File: src/rtl/core/rc4_stream_cipher_defines.svh
// Assertion macros shared by the RC4 cipher RTL.
`ifndef RC4_STREAM_CIPHER_DEFINES_SVH
`define RC4_STREAM_CIPHER_DEFINES_SVH

`ifndef NO_ASSERTIONS
// Same-cycle implication, checked on clk, masked during rst.
`define RC4_ASSERT_IMPL(label, ante, cons) \
  label: assert property (@(posedge clk) disable iff (rst) (ante) |-> (cons)) \
    else $error("rc4 assertion failed");
// Next-cycle implication, checked on clk, masked during rst.
`define RC4_ASSERT_NEXT(label, ante, cons) \
  label: assert property (@(posedge clk) disable iff (rst) (ante) |=> (cons)) \
    else $error("rc4 assertion failed");
`else
`define RC4_ASSERT_IMPL(label, ante, cons)
`define RC4_ASSERT_NEXT(label, ante, cons)
`endif

`endif

File: src/rtl/core/rc4_pkg.sv
// Shared types and constants of the RC4 stream cipher.
package rc4_pkg;

  localparam int SBOX_DEPTH = 256;
  localparam int BYTE_W     = 8;
  localparam int CFG_IDX_W  = 3;
  localparam int CFG_DATA_W = 64;
  localparam int KEY_LEN_W  = 6;

  // Configuration register indexes
  localparam logic [CFG_IDX_W-1:0] REG_KEY_WORD0  = 3'd0;
  localparam logic [CFG_IDX_W-1:0] REG_KEY_WORD1  = 3'd1;
  localparam logic [CFG_IDX_W-1:0] REG_KEY_WORD2  = 3'd2;
  localparam logic [CFG_IDX_W-1:0] REG_KEY_WORD3  = 3'd3;
  localparam logic [CFG_IDX_W-1:0] REG_KEY_LENGTH = 3'd4;

  localparam logic [BYTE_W-1:0] LAST_ENTRY = 8'hFF;

  typedef enum logic [3:0] {
    ST_IDLE,
    ST_FILL,
    ST_K_RD_N,
    ST_K_RD_J,
    ST_K_WR_N,
    ST_K_WR_J,
    ST_P_RD_I,
    ST_P_RD_J,
    ST_P_WR_I,
    ST_P_RD_T,
    ST_P_WR_J,
    ST_HOLD
  } rc4_state_t;

  // One access of the single-port permutation RAM
  typedef struct packed {
    logic              we;
    logic [BYTE_W-1:0] addr;
    logic [BYTE_W-1:0] wdata;
  } sbox_req_t;

endpackage

File: src/rtl/core/rc4_sbox.sv
// Single-port 256x8 permutation RAM with registered read data.
module rc4_sbox (
  input  logic                           clk,
  input  rc4_pkg::sbox_req_t             req,
  output logic [rc4_pkg::BYTE_W-1:0]     rdata
);

  logic [rc4_pkg::BYTE_W-1:0] mem [rc4_pkg::SBOX_DEPTH];

  always_ff @(posedge clk) begin
    if (req.we) begin
      mem[req.addr] <= req.wdata;
    end
    rdata <= mem[req.addr];
  end

endmodule

File: src/rtl/core/rc4_key.sv
// Key byte store, key length register and key byte select.
module rc4_key #(
  parameter int MAX_KEY_BYTES = 32,
  parameter int KEY_IDX_W     = 5
) (
  input  logic                               clk,
  input  logic                               rst,
  input  logic                               cfg_we,
  input  logic [rc4_pkg::CFG_IDX_W-1:0]      cfg_index,
  input  logic [rc4_pkg::CFG_DATA_W-1:0]     cfg_data,
  input  logic [KEY_IDX_W-1:0]               key_idx,
  output logic [rc4_pkg::BYTE_W-1:0]         key_byte,
  output logic [KEY_IDX_W-1:0]               key_last
);

  logic [rc4_pkg::BYTE_W-1:0]    key_bytes [MAX_KEY_BYTES];
  logic                          word_we;
  logic                          len_we;
  logic [rc4_pkg::KEY_LEN_W-1:0] len_raw;
  logic [KEY_IDX_W-1:0]          key_last_next;

  always_comb begin
    word_we = 1'b0;
    len_we  = 1'b0;
    unique case (cfg_index) inside
      rc4_pkg::REG_KEY_WORD0, rc4_pkg::REG_KEY_WORD1,
      rc4_pkg::REG_KEY_WORD2, rc4_pkg::REG_KEY_WORD3: begin
        word_we = cfg_we;
      end
      rc4_pkg::REG_KEY_LENGTH: begin
        len_we = cfg_we;
      end
      default: begin
      end
    endcase
  end

  // Keep the last key byte index; zero length acts as one, long lengths saturate
  assign len_raw = cfg_data[rc4_pkg::KEY_LEN_W-1:0];

  always_comb begin
    if (len_raw == '0) begin
      key_last_next = '0;
    end else if (len_raw > rc4_pkg::KEY_LEN_W'(MAX_KEY_BYTES)) begin
      key_last_next = KEY_IDX_W'(MAX_KEY_BYTES - 1);
    end else begin
      key_last_next = KEY_IDX_W'(len_raw - 6'd1);
    end
  end

  always_ff @(posedge clk) begin
    if (rst) begin
      key_last <= '0;
    end else if (len_we) begin
      key_last <= key_last_next;
    end
  end

  for (genvar b = 0; b < MAX_KEY_BYTES; b++) begin : g_byte
    localparam logic [1:0] WORD = 2'(b / 8);
    localparam int         LSB  = (b % 8) * 8;
    always_ff @(posedge clk) begin
      if (rst) begin
        key_bytes[b] <= '0;
      end else if (word_we && (cfg_index[1:0] == WORD)) begin
        key_bytes[b] <= cfg_data[LSB +: rc4_pkg::BYTE_W];
      end
    end
  end

  assign key_byte = key_bytes[key_idx];

endmodule

File: src/rtl/core/rc4_ctrl.sv
// Sequencer: table fill, key schedule, keystream step, stream handshakes.
`include "rc4_stream_cipher_defines.svh"

module rc4_ctrl #(
  parameter int KEY_IDX_W = 5
) (
  input  logic                           clk,
  input  logic                           rst,
  input  logic                           in_valid,
  output logic                           in_ready,
  input  logic [rc4_pkg::BYTE_W-1:0]     in_data,
  input  logic                           in_sof,
  output logic                           out_valid,
  input  logic                           out_ready,
  output logic [rc4_pkg::BYTE_W-1:0]     out_data,
  output logic [KEY_IDX_W-1:0]           key_idx,
  input  logic [rc4_pkg::BYTE_W-1:0]     key_byte,
  input  logic [KEY_IDX_W-1:0]           key_last,
  output rc4_pkg::sbox_req_t             req,
  input  logic [rc4_pkg::BYTE_W-1:0]     rdata
);

  rc4_pkg::rc4_state_t state, state_next;

  logic                       keyed;
  logic [rc4_pkg::BYTE_W-1:0] idx_i;
  logic [rc4_pkg::BYTE_W-1:0] idx_j;
  logic [rc4_pkg::BYTE_W-1:0] cnt_n;
  logic [rc4_pkg::BYTE_W-1:0] s_a;
  logic [rc4_pkg::BYTE_W-1:0] s_b;
  logic [rc4_pkg::BYTE_W-1:0] t_addr;
  logic [rc4_pkg::BYTE_W-1:0] data;
  logic [rc4_pkg::BYTE_W-1:0] res;

  // shared three-operand byte adder
  logic [rc4_pkg::BYTE_W-1:0] op_a, op_b, op_c, sum;

  logic                       in_fire;
  logic                       restart;
  logic                       out_free;
  logic                       load_out;
  logic [rc4_pkg::BYTE_W-1:0] ks_byte;
  logic [rc4_pkg::BYTE_W-1:0] result;

  assign in_fire  = in_valid && in_ready;
  assign restart  = in_sof || !keyed;
  assign out_free = !out_valid || out_ready;
  assign load_out = ((state == rc4_pkg::ST_P_WR_J) || (state == rc4_pkg::ST_HOLD)) && out_free;
  assign sum      = op_a + op_b + op_c;

  // S[t] read old S[j]; after the swap S[j] holds s_a
  assign ks_byte = (t_addr == idx_j) ? s_a : rdata;
  assign result  = data ^ ks_byte;

  always_comb begin
    state_next = state;
    unique case (state)
      rc4_pkg::ST_IDLE: begin
        if (in_fire) begin
          state_next = restart ? rc4_pkg::ST_FILL : rc4_pkg::ST_P_RD_I;
        end
      end
      rc4_pkg::ST_FILL: begin
        if (cnt_n == rc4_pkg::LAST_ENTRY) begin
          state_next = rc4_pkg::ST_K_RD_N;
        end
      end
      rc4_pkg::ST_K_RD_N: state_next = rc4_pkg::ST_K_RD_J;
      rc4_pkg::ST_K_RD_J: state_next = rc4_pkg::ST_K_WR_N;
      rc4_pkg::ST_K_WR_N: state_next = rc4_pkg::ST_K_WR_J;
      rc4_pkg::ST_K_WR_J: begin
        state_next = (cnt_n == rc4_pkg::LAST_ENTRY) ? rc4_pkg::ST_P_RD_I
                                                    : rc4_pkg::ST_K_RD_N;
      end
      rc4_pkg::ST_P_RD_I: state_next = rc4_pkg::ST_P_RD_J;
      rc4_pkg::ST_P_RD_J: state_next = rc4_pkg::ST_P_WR_I;
      rc4_pkg::ST_P_WR_I: state_next = rc4_pkg::ST_P_RD_T;
      rc4_pkg::ST_P_RD_T: state_next = rc4_pkg::ST_P_WR_J;
      rc4_pkg::ST_P_WR_J: state_next = out_free ? rc4_pkg::ST_IDLE : rc4_pkg::ST_HOLD;
      rc4_pkg::ST_HOLD: begin
        if (out_free) begin
          state_next = rc4_pkg::ST_IDLE;
        end
      end
      default: state_next = rc4_pkg::ST_IDLE;
    endcase
  end

  always_comb begin
    in_ready  = 1'b0;
    req.we    = 1'b0;
    req.addr  = cnt_n;
    req.wdata = cnt_n;
    op_a      = idx_j;
    op_b      = rdata;
    op_c      = '0;
    unique case (state)
      rc4_pkg::ST_IDLE: begin
        in_ready = 1'b1;
      end
      rc4_pkg::ST_FILL: begin
        req.we = 1'b1;
      end
      rc4_pkg::ST_K_RD_N: begin
      end
      rc4_pkg::ST_K_RD_J: begin
        op_c     = key_byte;
        req.addr = sum;
      end
      rc4_pkg::ST_K_WR_N: begin
        req.we    = 1'b1;
        req.wdata = rdata;
      end
      rc4_pkg::ST_K_WR_J: begin
        req.we    = 1'b1;
        req.addr  = idx_j;
        req.wdata = s_a;
      end
      rc4_pkg::ST_P_RD_I: begin
        req.addr = idx_i + 8'd1;
      end
      rc4_pkg::ST_P_RD_J: begin
        req.addr = sum;
      end
      rc4_pkg::ST_P_WR_I: begin
        req.we    = 1'b1;
        req.addr  = idx_i;
        req.wdata = rdata;
      end
      rc4_pkg::ST_P_RD_T: begin
        op_a     = s_a;
        op_b     = s_b;
        req.addr = sum;
      end
      rc4_pkg::ST_P_WR_J: begin
        req.we    = 1'b1;
        req.addr  = idx_j;
        req.wdata = s_a;
      end
      rc4_pkg::ST_HOLD: begin
      end
      default: begin
      end
    endcase
  end

  always_ff @(posedge clk) begin
    if (rst) begin
      state     <= rc4_pkg::ST_IDLE;
      keyed     <= 1'b0;
      idx_i     <= '0;
      idx_j     <= '0;
      out_valid <= 1'b0;
    end else begin
      state <= state_next;
      if (load_out) begin
        out_valid <= 1'b1;
      end else if (out_ready) begin
        out_valid <= 1'b0;
      end
      case (state)
        rc4_pkg::ST_IDLE: begin
          if (in_fire && restart) begin
            idx_j <= '0;
          end
        end
        rc4_pkg::ST_K_RD_J: idx_j <= sum;
        rc4_pkg::ST_K_WR_J: begin
          if (cnt_n == rc4_pkg::LAST_ENTRY) begin
            idx_i <= '0;
            idx_j <= '0;
            keyed <= 1'b1;
          end
        end
        rc4_pkg::ST_P_RD_I: idx_i <= idx_i + 8'd1;
        rc4_pkg::ST_P_RD_J: idx_j <= sum;
        default: begin
        end
      endcase
    end
  end

  always_ff @(posedge clk) begin
    case (state)
      rc4_pkg::ST_IDLE: begin
        if (in_fire) begin
          data    <= in_data;
          cnt_n   <= '0;
          key_idx <= '0;
        end
      end
      rc4_pkg::ST_FILL:   cnt_n <= cnt_n + 8'd1;
      rc4_pkg::ST_K_RD_J: s_a <= rdata;
      rc4_pkg::ST_K_WR_J: begin
        cnt_n   <= cnt_n + 8'd1;
        key_idx <= (key_idx == key_last) ? '0 : key_idx + KEY_IDX_W'(1);
      end
      rc4_pkg::ST_P_RD_J: s_a <= rdata;
      rc4_pkg::ST_P_WR_I: s_b <= rdata;
      rc4_pkg::ST_P_RD_T: t_addr <= sum;
      rc4_pkg::ST_P_WR_J: res <= result;
      default: begin
      end
    endcase
    if (load_out) begin
      out_data <= (state == rc4_pkg::ST_HOLD) ? res : result;
    end
  end

  `RC4_ASSERT_NEXT(a_restart_fills, in_fire && restart, state == rc4_pkg::ST_FILL)
  `RC4_ASSERT_IMPL(a_keyed_before_stream, state == rc4_pkg::ST_P_RD_I, keyed)
  `RC4_ASSERT_IMPL(a_write_states, req.we, (state == rc4_pkg::ST_FILL) || (state == rc4_pkg::ST_K_WR_N) || (state == rc4_pkg::ST_K_WR_J) || (state == rc4_pkg::ST_P_WR_I) || (state == rc4_pkg::ST_P_WR_J))
  `RC4_ASSERT_NEXT(a_schedule_end, (state == rc4_pkg::ST_K_WR_J) && (cnt_n == rc4_pkg::LAST_ENTRY), (state == rc4_pkg::ST_P_RD_I) && (idx_i == '0) && (idx_j == '0))

endmodule

File: src/rtl/core/rc4_stream_cipher.sv
// RC4 stream cipher top level: one data byte in, one keystream-XORed byte out.
// Each byte runs P_RD_I, P_RD_J, P_WR_I, P_RD_T and P_WR_J, plus HOLD while the
// output stalls; a new byte is taken only in IDLE. A restart (start flag, or
// first byte after reset) fills the 256-entry table, then runs 256 schedule
// rounds (K_RD_N to K_WR_J) before that byte. rst is synchronous; after it the
// key is zero, key length is one and the first byte runs the schedule.
module rc4_stream_cipher #(
  parameter int MAX_KEY_BYTES = 32
) (
  input  logic                            clk,
  input  logic                            rst,
  input  logic                            s_axis_tvalid,
  output logic                            s_axis_tready,
  input  logic [7:0]                      s_axis_tdata,  // [7:0] data_byte
  input  logic                            s_axis_tuser,  // [0] start_of_message
  output logic                            m_axis_tvalid,
  input  logic                            m_axis_tready,
  output logic [7:0]                      m_axis_tdata,  // [7:0] out_byte
  input  logic                            cfg_we,
  input  logic [rc4_pkg::CFG_IDX_W-1:0]   cfg_index,
  input  logic [rc4_pkg::CFG_DATA_W-1:0]  cfg_data
);

  localparam int KEY_IDX_W = (MAX_KEY_BYTES > 1) ? $clog2(MAX_KEY_BYTES) : 1;

  logic [KEY_IDX_W-1:0]       key_idx;
  logic [KEY_IDX_W-1:0]       key_last;
  logic [rc4_pkg::BYTE_W-1:0] key_byte;
  logic [rc4_pkg::BYTE_W-1:0] rdata;
  rc4_pkg::sbox_req_t         req;

  rc4_key #(
    .MAX_KEY_BYTES (MAX_KEY_BYTES),
    .KEY_IDX_W     (KEY_IDX_W)
  ) u_key (
    .clk       (clk),
    .rst       (rst),
    .cfg_we    (cfg_we),
    .cfg_index (cfg_index),
    .cfg_data  (cfg_data),
    .key_idx   (key_idx),
    .key_byte  (key_byte),
    .key_last  (key_last)
  );

  rc4_sbox u_sbox (
    .clk   (clk),
    .req   (req),
    .rdata (rdata)
  );

  rc4_ctrl #(
    .KEY_IDX_W (KEY_IDX_W)
  ) u_ctrl (
    .clk       (clk),
    .rst       (rst),
    .in_valid  (s_axis_tvalid),
    .in_ready  (s_axis_tready),
    .in_data   (s_axis_tdata),
    .in_sof    (s_axis_tuser),
    .out_valid (m_axis_tvalid),
    .out_ready (m_axis_tready),
    .out_data  (m_axis_tdata),
    .key_idx   (key_idx),
    .key_byte  (key_byte),
    .key_last  (key_last),
    .req       (req),
    .rdata     (rdata)
  );

endmodule

File: config.mk
export PLATFORM = sky130hd
export DESIGN_NAME = rc4_stream_cipher
export DESIGN_NICKNAME = d
export VERILOG_FILES = /design/src/rtl/core/rc4_pkg.sv /design/src/rtl/core/rc4_sbox.sv /design/src/rtl/core/rc4_key.sv /design/src/rtl/core/rc4_ctrl.sv /design/src/rtl/core/rc4_stream_cipher.sv
export VERILOG_INCLUDE_DIRS = /design/src /design/src/rtl/core
export SDC_FILE = /design/constraint.sdc
export NUM_CORES = 2
export LEC_CHECK = 0
export BUFFER_PORTS_ARGS = -buffer_cell sky130_fd_sc_hd__buf_4
export CAP_MARGIN = 20
export CELL_PAD_IN_SITES_DETAIL_PLACEMENT = 0
export CELL_PAD_IN_SITES_GLOBAL_PLACEMENT = 1
export CORE_MARGIN = 10
export CORE_UTILIZATION = 35
export DETAILED_ROUTE_END_ITERATION = 10
export GPL_ROUTABILITY_DRIVEN = 0
export GPL_TIMING_DRIVEN = 1
export MAX_ROUTING_LAYER = met4
export PLACE_DENSITY_LB_ADDON = 0.1
export SLEW_MARGIN = 20
export SYNTH_ARGS = -nofsm -noshare
export SYNTH_HDL_FRONTEND = slang
export SYNTH_HIERARCHICAL = 1
export SYNTH_SLANG_ARGS = --single-unit
File: constraint.sdc
create_clock -name clk -period 10.7 [get_ports clk]
set_clock_uncertainty 0.1 [all_clocks]
set_input_delay 0.535 -clock clk [delete_from_list [all_inputs] [get_ports clk]]
set_output_delay 0.535 -clock clk [all_outputs]
set_load 0.005 [all_outputs]
After elaboration in Yosys (flattened, before gate mapping)

Memories as Yosys holds them, arrays and structs flattened. A register that Yosys moved wholly into a read port is not among the register bits.
Index checks and enable logic that the tools add are counted.

Register bits after elaboration: 88
Memory bits (writable): 2,304
Input port bits: 81
Output and inout bits: 10
Logic and storage cells: 197
Memories: 2

Memories:

| name            | words | width | rd ports | clocked after memory_dff | write ports | line          | source |
|---|---|---|---|---|---|---|---|
| u_sbox.mem      | 256   | 8     | 1        | 1                        | 1           | rc4_sbox.sv:8 | `logic [rc4_pkg::BYTE_W-1:0] mem [rc4_pkg::SBOX_DEPTH];` |
| u_key.key_bytes | 32    | 8     | 1        | 1                        | 32          | rc4_key.sv:16 | `logic [rc4_pkg::BYTE_W-1:0] key_bytes [MAX_KEY_BYTES];` |

$add $sub $neg: 6
$lt $le $gt $ge: 1
Equal/unequal tests: 26
Muxes and demuxes: 80
Bitwise operators: 33
Reductions and logical operators: 35

Operator list:

| operator                                                               | count |
|---|---|
| 8-bit two-way mux                                                      | 40 |
| 4-bit one-hot mux with 12 select lines                                 | 1 |
| 8-bit one-hot mux with 2 select lines                                  | 3 |
| 1-bit OR                                                               | 32 |
| 8-bit one-hot mux with 4 select lines                                  | 1 |
| 5-bit two-way mux                                                      | 5 |
| 8-bit one-hot mux with 3 select lines                                  | 1 |
| 1-bit two-way mux                                                      | 22 |
| 8-bit by 1-bit adder with 8-bit output (second input constant)         | 2 |
| 8-bit adder                                                            | 2 |
| 4-bit by 3-bit equality test with 1-bit output (second input constant) | 4 |
| 4-bit equality test (second input constant)                            | 4 |
| 4-bit two-way mux                                                      | 4 |
| 2-bit by 1-bit != test with 1-bit output (second input constant)       | 5 |
| 5-bit one-hot mux with 2 select lines                                  | 1 |
| 2-bit AND reduction                                                    | 5 |
| 4-bit by 2-bit equality test with 1-bit output (second input constant) | 2 |
| 8-bit equality test                                                    | 1 |
| 8-bit equality test (second input constant)                            | 1 |
| 2-bit nonzero test                                                     | 4 |
| 2-bit OR reduction                                                     | 4 |
| 8-bit XOR                                                              | 1 |
| 1-bit logical AND                                                      | 7 |
| 3-bit by 2-bit equality test with 1-bit output (second input constant) | 2 |
| other kinds (21)                                                       | 27 |

Depth between registers and ports, before layout

Word-level depth: 8
Gate-level depth with buffers: 21
Gate-level depth less buffers: 17

By module

Netlist, hierarchy kept.

By module, submodules not included:

| module   | instances | cells an instance | area an instance (um2) |
|---|---|---|---|
| rc4_sbox | 1         | 3,547             | 78,492.8 |
| rc4_key  | 1         | 700               | 11,790.1 |
| rc4_ctrl | 1         | 515               | 5,086.1 |

Worst setup path after synthesis

No wires, ideal clock.

Kind: reg2reg
Start point: reg, netlist name u_ctrl/key_idx[2]
End point: mem u_sbox/mem[162][0] (netlist name) (enable)
Data arrival time: 5,541 ps
Data required time: 10,217 ps
Path slack: 4,675 ps
Stages on the path, launching flop included: 19
Period minus slack after synthesis: 6,025 ps
Cells stage by stage: edfxtp_1 -> clkbuf_1 -> buf_1 -> mux4_2 -> mux4_2 -> mux2_2 -> and2_1 -> fa_1 -> ha_1 -> fa_1 -> a211oi_1 -> o21ai_0 -> a21oi_1 -> nor4_1 -> nor3_1 -> nor2b_1 -> nand3_1 -> clkbuf_1 -> nor3_1

RTL lines:

| what             | line |
|---|---|
| end: declaration | rc4_sbox.sv:8 |

==> results.toml <==
[placed_design]
hpwl_um = 159000
place.port_buffers = 90
placed_cells = 8262

[synthesis]
synth_top_area_cell = "edfxtp_1"
synth_area_um2 = 95400
synth_edf_count = 2365
avgSynthCellArea_um2 = 20.0
syn_inst = 4762
synth_area_leaders = "edfxtp_1 (74%), mux4_2 (14%), a22oi_1 (2.1%)"
async_flop_share_pct = 0
synth_common_cells = "edfxtp_1 (2365), mux4_2 (592), nor2_1 (288), a22oi_1 (272), and2_1 (265)"
ys.flop_type = "edfxtp_1"
ys_warn_count = 6
synth_seq_cells = 2400
ys_seq_area_share_pct = 75.2
synth_nets = 4862
yosysMostFrequentCell = "edfxtp_1"
netlist.area_leader.share_pct = 74.5
synth_cell_types = 75

[floorplanning]
core_um2 = 271000
die_h_um = 542
start_util_pct = 35.2
die_w_um = 542
ios = 91
die_area_um2 = 294000
rows = 191

[drt]
route.detailed.wl_per_inst_um = 30.2
post-route-drc-count = 0
drt-initial-drc-count = 4407
vias_per_cell = 5.38
drtPass1Iterations = 6
wirelength_um = 267000
drtAntennaViolNets = 0
vias = 47500

[critical_path]
crit_top_cell = "mux4_2"
cp.required_ns = 11.33
worstSetupPathType = "flip-flop to flip-flop"
startpoint_type = "flip-flop"
cpPeakStageDelay_ns = 1.17
cp_slowest_cell = "o41ai_1"
arrival_ns = 8.86
path_cells = "buf_12 > mux4_2 > mux4_2 > mux2_2 > and2_1 > fa_1 > o21a_1 > o22ai_1 > o32ai_1 > o21a_4 > buf_4 > buf_4 > mux4_2 > a22oi_1 > a21oi_1 > o41ai_1 > nand4_1"
worstPathMaxFanout = 58
end_kind = "flip-flop"

[global_route]
grtUsageTotal_pct = 18.4
grt_max_degree = 183
grt_pass1_wl_um = 381000
grt_overflow = 0
grt_pass1_vias = 49400
antenna_found_initial = 18

[pwr]
p_int_mw = 17.4
p_per_area_nw_per_um2 = 212
switchingPower_mw = 5.99
power_frac_seq_pct = 46.5
combPwrFrac_pct = 14.2
peakVddDrop_mv = 0.150
pwr-share-clk_pct = 39.3
leakage_nw = 34.2
p_sw_share_pct = 25.6

[hold_path]
hp-class = "input port to flip-flop"

[clock_tree]
cts_buffer_depth = 4
root_buffer = "clkbuf_16"
cts_tree = "built"
cts_hold_buf = 79
h-tree-depth = 5
clk_pin_slew_worst_paths_ns = 0.06
numCtsBuffers = 287
insertion_delay_ns = 0.92
post_cts_resize_count = 0
postCtsSetupRepairBufs = 0
cts_num_sinks = 2400

[timing]
finalSetupTns_ns = 0
period_share_pct = 76.9
fmax_ghz = 0.122
hold_viol_final = 0
drv_slew = 0
grt_setup_unrepaired = "no"
setup_viol = 0
tightestPinTransition_ns = 1.23
min_period_ns = 8.22
maxSlewHeadroom_pct = 17.2

[final_layout]
syn2layout_area_growth_pct = 15.6
fill_cells = 24100
drive_gt1_share_pct = 24.3
fin_cells = 8832
final_nets = 5160

[flow_run]
maxCapViolations = 0

[run_status]
outcome = "complete, no violations"
-- power by group through the flow --
stage / sequential [mW] / clock (mW) / combinational, mW
after global placement: 11.1 / 0 / 3.38
after CTS: 10.9 / 9.45 / 3.42
after global routing: 10.9 / 9.82 / 3.55
after floorplan: 11.2 / 0 / 1.99
final: 10.9 / 9.20 / 3.32
after detailed placement: 11.1 / 0 / 3.39
-- worst paths after layout --
path	slack, ns	cells past startpoint	to	startpoint
setup / recovery	2.48	17	u_sbox/rdata[5]	u_ctrl/key_idx[1]
hold / removal	0.10	4	u_key/key_last[3]	cfg_data[0]
setup reg to reg	2.48	17	u_sbox/rdata[5]	u_ctrl/key_idx[1]
hold reg to reg	0.39	2	u_key/key_last[4]	u_key/key_last[4]
-- flip-flops by register name (all words and copies together), names as in the netlist --
name / cells
u_sbox/rdata: 8
u_ctrl/idx_i: 8
u_ctrl/data: 8
u_key/key_last: 5
u_ctrl/idx_j: 8
u_ctrl/t_addr: 8
u_ctrl/state: 4
u_ctrl/res: 8
u_ctrl/out_data: 8
u_ctrl/keyed: 1
u_ctrl/s_b: 8
u_ctrl/key_idx: 5
u_ctrl/out_valid: 1
u_sbox/mem: 2048
u_key/key_bytes: 256
u_ctrl/cnt_n: 8
u_ctrl/s_a: 8
-- placed cells by master (no fill, tap or decap), drive strengths merged, types with 8 or more instances in the layout --
master and n:
a21oi 161, nand2b 17, mux4 592, dfxtp 35
nand2 80, edfxtp 2365, xnor2 25, diode 9
inv 30, nor4 12, a22oi 272, bufinv 21
buf 237, and4b 8, nand4 11, mux2 14
o21ai 25, fa 8, nand3 36, and2 265
o41ai 32, clkinv 99, dlygate4sd3 79, nor2 288
ha 11, xor2 14, nor2b 14, clkbuf 354
mux2i 14, nor3 50
-- critical path, delay by kind of cell (launching register included) --
| kind | cells | cell delay [ns] |
|---|---|---|
| compound gates | 7 | 2.65 |
| fa+ha+maj | 1 | 0.64 |
| buf+inv | 3 | 1.53 |
| flops | 1 | 0.78 |
| mux | 4 | 1.93 |
| simple gates | 2 | 0.30 |
-- cell families after synthesis --
group | after synthesis | synth area share (%)
compound gates | 539 | 3.85
xor+xnor | 41 | 0.407
fa+ha+maj | 21 | 0.333
buf+inv | 332 | 1.59
flops | 2400 | 75.2
mux | 620 | 14.3
simple gates | 809 | 4.32
-- routing by layer --
layer	vias up	wire, um	GRT usage (%)
met5	-	0	-
met4	0	6200	4.30
met3	373	12300	2.47
met2	1252	128000	28.8
met1	25700	120000	25.7
li1	20200	-	-
-- final cells by class --
class                   count  area, um2  share of cell area [%]
flip-flops and latches   2400      71700                    65.1
multi-input cells        2030      22500                    20.4
clock buffers             354       7530                    6.83
well taps                3570       4470                    4.05
repair buffers            316       2790                    2.53
clock inverters           128       1180                    1.07
inverters                  25       93.8                  0.0851
diodes                      9       22.5                  0.0204
-- through the flow --
stage	utilization (%)	power (mW)	worst slack (ns)	hold WS [ns]	cell area [um2]
after floorplan	-	13.2	4.68	0.360	95400
after detailed placement	37.2	14.5	2.38	0.385	101000
after CTS	40.7	23.8	2.37	0.0231	110000
after global routing	40.7	24.3	2.03	0.0892	110000
after global placement	37.2	14.5	2.04	0.381	101000
final	40.7	23.4	2.48	0.104	110000
Power figures use the tool's default switching activity.
